**config.mk**
```make
export PLATFORM = sky130hd
export DESIGN_NAME = tkmd_front
export DESIGN_NICKNAME = d
export VERILOG_FILES = /design/src/rtl/tkmd_pkg.sv /design/src/rtl/tkmd_front.sv
export SDC_FILE = /design/constraint.sdc
export NUM_CORES = 1
export LEC_CHECK = 0
export BUFFER_PORTS_ARGS = -buffer_cell sky130_fd_sc_hd__buf_2
export CORE_ASPECT_RATIO = 0.7
export CORE_UTILIZATION = 50
export DETAILED_ROUTE_END_ITERATION = 8
export PLACE_DENSITY = 0.68
export SLEW_MARGIN = 0
export SYNTH_ARGS = -nofsm -noshare
export SYNTH_HDL_FRONTEND = slang
export SYNTH_SLANG_ARGS = --single-unit
```
**constraint.sdc**
```tcl
create_clock -name aclk -period 3.3 [get_ports aclk]
set_input_delay 0.33 -clock aclk [delete_from_list [all_inputs] [get_ports aclk]]
set_output_delay 0.33 -clock aclk [all_outputs]
set_load 0.01 [all_outputs]
```
**src/rtl/tkmd_pkg.sv**
```systemverilog
package tkmd_pkg;

    // Field widths
    localparam int CID_W        = 61;
    localparam int ID_W         = 60;
    localparam int DIST_W       = 32;
    localparam int RC_W         = 7;
    localparam int CENTROID_BIT = 60;

    // Register reset and default list depth
    localparam logic [RC_W-1:0] RC_RESET = 7'd10;
    localparam int MAX_RESULTS_DEF = 64;

    // Queue between front and back
    localparam int QDEPTH = 4;
    localparam int QAW    = 2;

    // One classified request handed from front to back
    typedef struct packed {
        logic [DIST_W-1:0] dist_bits;
        logic [ID_W-1:0]   id;
        logic              keep;
        logic              last;
    } q_entry_t;

    typedef enum logic [1:0] {
        ST_IDLE,
        ST_CMP,
        ST_APPLY,
        ST_EMIT
    } back_state_t;

endpackage

```
**src/rtl/tkmd_front.sv**
```systemverilog
module tkmd_front
    import tkmd_pkg::*;
(
    input  logic              aclk,
    input  logic              aresetn,
    input  logic              s_valid,
    output logic              s_ready,
    input  logic [CID_W-1:0]  s_candidate_id,
    input  logic [DIST_W-1:0] s_distance_bits,
    input  logic              s_slot_empty,
    input  logic              s_last_candidate,
    output logic              q_valid,
    input  logic              q_ready,
    output q_entry_t          q_entry
);

    q_entry_t       q_mem_reg [QDEPTH];
    logic [QAW-1:0] wr_ptr_reg, wr_ptr_next;
    logic [QAW-1:0] rd_ptr_reg, rd_ptr_next;
    logic [QAW:0]   q_cnt_reg, q_cnt_next;
    logic           keep;
    logic           push;
    logic           pop;
    q_entry_t       in_entry;

    // drop empty slots and centroid entries; a dropped request still goes
    // through when it closes the query
    assign keep = !s_slot_empty && !s_candidate_id[CENTROID_BIT];

    always_comb begin
        in_entry.dist_bits = s_distance_bits;
        in_entry.id        = s_candidate_id[ID_W-1:0];
        in_entry.keep      = keep;
        in_entry.last      = s_last_candidate;
    end

    assign s_ready = (q_cnt_reg != (QAW+1)'(QDEPTH));
    assign q_valid = (q_cnt_reg != '0);
    assign q_entry = q_mem_reg[rd_ptr_reg];
    assign push    = s_valid && s_ready && (keep || s_last_candidate);
    assign pop     = q_valid && q_ready;

    always_comb begin
        wr_ptr_next = wr_ptr_reg;
        rd_ptr_next = rd_ptr_reg;
        q_cnt_next  = q_cnt_reg;
        if (push) begin
            wr_ptr_next = wr_ptr_reg + QAW'(1);
        end
        if (pop) begin
            rd_ptr_next = rd_ptr_reg + QAW'(1);
        end
        if (push && !pop) begin
            q_cnt_next = q_cnt_reg + (QAW+1)'(1);
        end else if (pop && !push) begin
            q_cnt_next = q_cnt_reg - (QAW+1)'(1);
        end
    end

    always_ff @(posedge aclk) begin
        if (!aresetn) begin
            wr_ptr_reg <= '0;
            rd_ptr_reg <= '0;
            q_cnt_reg  <= '0;
        end else begin
            wr_ptr_reg <= wr_ptr_next;
            rd_ptr_reg <= rd_ptr_next;
            q_cnt_reg  <= q_cnt_next;
        end
    end

    always_ff @(posedge aclk) begin
        if (push) begin
            q_mem_reg[wr_ptr_reg] <= in_entry;
        end
    end

endmodule

```
==> metrics.txt <==
FF-to-FF Start=q_cnt_reg[0]; Top-Level Pins=195; slowest CP cell=dfxtp_4; PwrDens=730.8 nW/um^2; met1 GRT Util=a little over a quarter; worst-path fanout max=53; Die H=142.3 um; Final Hold Fails=0; core footprint=roughly 27000 um^2; Die ar.=28790 um^2; vias in the first global route=6844; input/output buffers=194; outcome=complete, no violations; Hold WC Path Type=input pin to flip-flop; RePlAce Congestion=0.7466; GR Util All Layers=18.98%; initial antenna violation count=4; Logic pwr share=21.6%; hold slack final=26.86 ps; Initial Utilization=51.75%; post-CTS setup buffers=0; Die X=roughly 200 um; Internal=9.139 mW; leading area contributor after synthesis=edfxtp_1; Post-DP HPWL=between 15000 and 20000 um; Final Max Slew Viols=0; first-pass GRT wire length=40380 um; clock sink total=385; Final Skew=13.58 ps; Clock Latency Late Sink=roughly 520 ps; Root Driver=clkbuf_16; clock share of power=between 30% and 40%; WP data required=2970 ps; M3 GR Usage=6.296%; fin nets=883; Yosys top cell area share=80.36%; gr ovfl total=0; 1st-pass router iterations=4; number of flops mapped to enable cells by yosys=376; type of origin of the critical path=flip-flop; clock buffer depth=3; largest net degree at the start of global routing=54; RSZ-0062 raised after global routing=no; Ys Warns=0; CP arrival=2320 ps; Area Growth Syn to Fin=19.47%; Seq pwr share=48.0%; Antenna Nets Post-Route=0; Vias/cell=5.467; Sw Ratio=25.50%; top post-synthesis cells by count=376 x edfxtp_1, 94 x mux4_2, 11 x buf_2; Setup TNS=0 ps; Peak VDD IR=between 0.0004 and 0.0005 V; CP cell instances=buf_12 > mux4_2 > buf_2; Iter 0 DRT Violations=390; Final Setup Violations=0; layout cells sized above 1=44.57%; Seq cells post-synth=385; asr flop ratio synth=0%; final worst path period share=between 80% and 90%; Leak=5.584 nW; final WL=26480 um; Period minus WS final=2646 ps; DP Cell Count=1091; grt peak-use layer=met2; Psw=3.127 mW; Worst Max-Slew Pin Slew=between 700 and 800 ps; Worst slew margin=50.04%; Clock Pin Slew Worst Setup and Hold Paths=~70 ps; Synth area leaders=edfxtp_1 80%, mux4_2 15%, dfxtp_1 1.3%; max FFs per register=approximately 380; sequential cell area fraction in the yosys report=between 80% and 90%; H-tree depth=2; DRC=0; Mapped Area=14050 um^2; TritonCTS buffer count=36; Hold Path Origin=s_distance_bits[26]; max-cap viol count=0; Setup Crit Path Kind=flip-flop to output pin; predominant post-synthesis flop cell=edfxtp_1; Critical Path Max Stage Delay=approximately 770 ps; Mapped Nets=645; synthesized instance count=540; Rows=50; Crit. End Element=output pin; met2 Use GR=29.16%; Max Fclk=377.9 MHz; DR WL/cell=approximately 23 um; post-synth cell types=25; Avg Synthesized Cell Area=26.02 um^2; post-route insts no fill=between 1000 and 1500; most common cell in the synthesized netlist=edfxtp_1; CTS tree=done; Vias=6391
## cells by family (layout without fill, tap and decap cells)
logic type / Yosys count / count (layout) / share of synthesized area (%)
buffers and inverters: 26 / 287 / 1.220
xor gates and xnor gates: 4 / 4 / 0.2494
muxes: 97 / 97 / 15.28
other: 0 / 4 / 0
AOI/OAI and AO/OA: 5 / 5 / 0.2761
DFF: 385 / 385 / 81.65
and+or+nand+nor: 17 / 17 / 0.7391
adders and majority gates: 6 / 6 / 0.5878
## what timing repair did
item	in CTS	in global routing
hold buffers	13	0
endpoints found under the hold margin	45	0
gates resized for setup	0	0
## per-stage QoR
stage,setup WS (ps),util [%],power (mW),cell area (um^2)
detailed placement,769.0,57.45,8.693,15600
global placement,916.1,57.45,8.631,15600
finish,653.7,61.82,12.27,16780
global route,548.0,61.78,12.77,16770
floorplan,797.3,-,7.674,14050
CTS,604.6,61.78,12.43,16770
## area by class of cell
| class | instances | area [um^2] |
|---|---|---|
| tap | 364 | 455.4 |
| fill | 1893 | 10370 |
| multi-input combinational | 129 | 2412 |
| sequential | 385 | 11480 |
| inverter | 3 | 11.26 |
| antenna | 4 | 10.01 |
| timing repair buffer | 223 | 1371 |
| clock buffer | 44 | 930.9 |
| clock inverter | 17 | 115.1 |
## worst max-delay path: cells and delay by family, from the launching register on
kind     cells  cell delay (ps)
flops        1              770
buf+inv      2              560
mux          1              410
## worst paths after layout
kind | end | slack (ps) | depth (start not counted)
max | q_entry[87] | 650 | 3
min | q_mem_reg[1][88] | 30 | 1
max reg2reg | q_cnt_reg[2] | 830 | 8
min reg2reg | wr_ptr_reg[1] | 520 | 2
## placed cells by master (no fill, tap or decap), types with 3 or more instances in the layout
master and instances:
dfxtp_1 7, and2_4 4, and2_1 4, nand2_1 4, diode_2 4, ha_1 5, mux2i_1 3, dlygate4sd3_1 13
inv_1 3, buf_12 12, clkbuf_1 8, clkbuf_16 36, clkinv_1 8, edfxtp_1 376, buf_4 4, xnor2_1 3
clkinv_2 6, mux4_2 94, buf_2 194
## power groups by stage
stage / combinational, mW / sequential, mW / clock [mW]
2_1_floorplan: 1.81 / 5.86 / 0
3_5_place_dp: 2.69 / 6.00 / 0
3_3_place_gp: 2.66 / 5.97 / 0
5_1_grt: 2.86 / 5.92 / 3.99
4_1_cts: 2.72 / 5.90 / 3.82
6_report: 2.65 / 5.89 / 3.73
## per-layer routing
metal | routed length (um) | vias up | share of wire, %
li1 | - | 2790 | -
met1 | 11250 | 3341 | 42
met2 | 12390 | 216 | 47
met3 | 2368 | 40 | 8.9
met4 | 444 | 4 | 1.7
met5 | 29 | - | 0.11
Power figures use the tool's default switching activity.
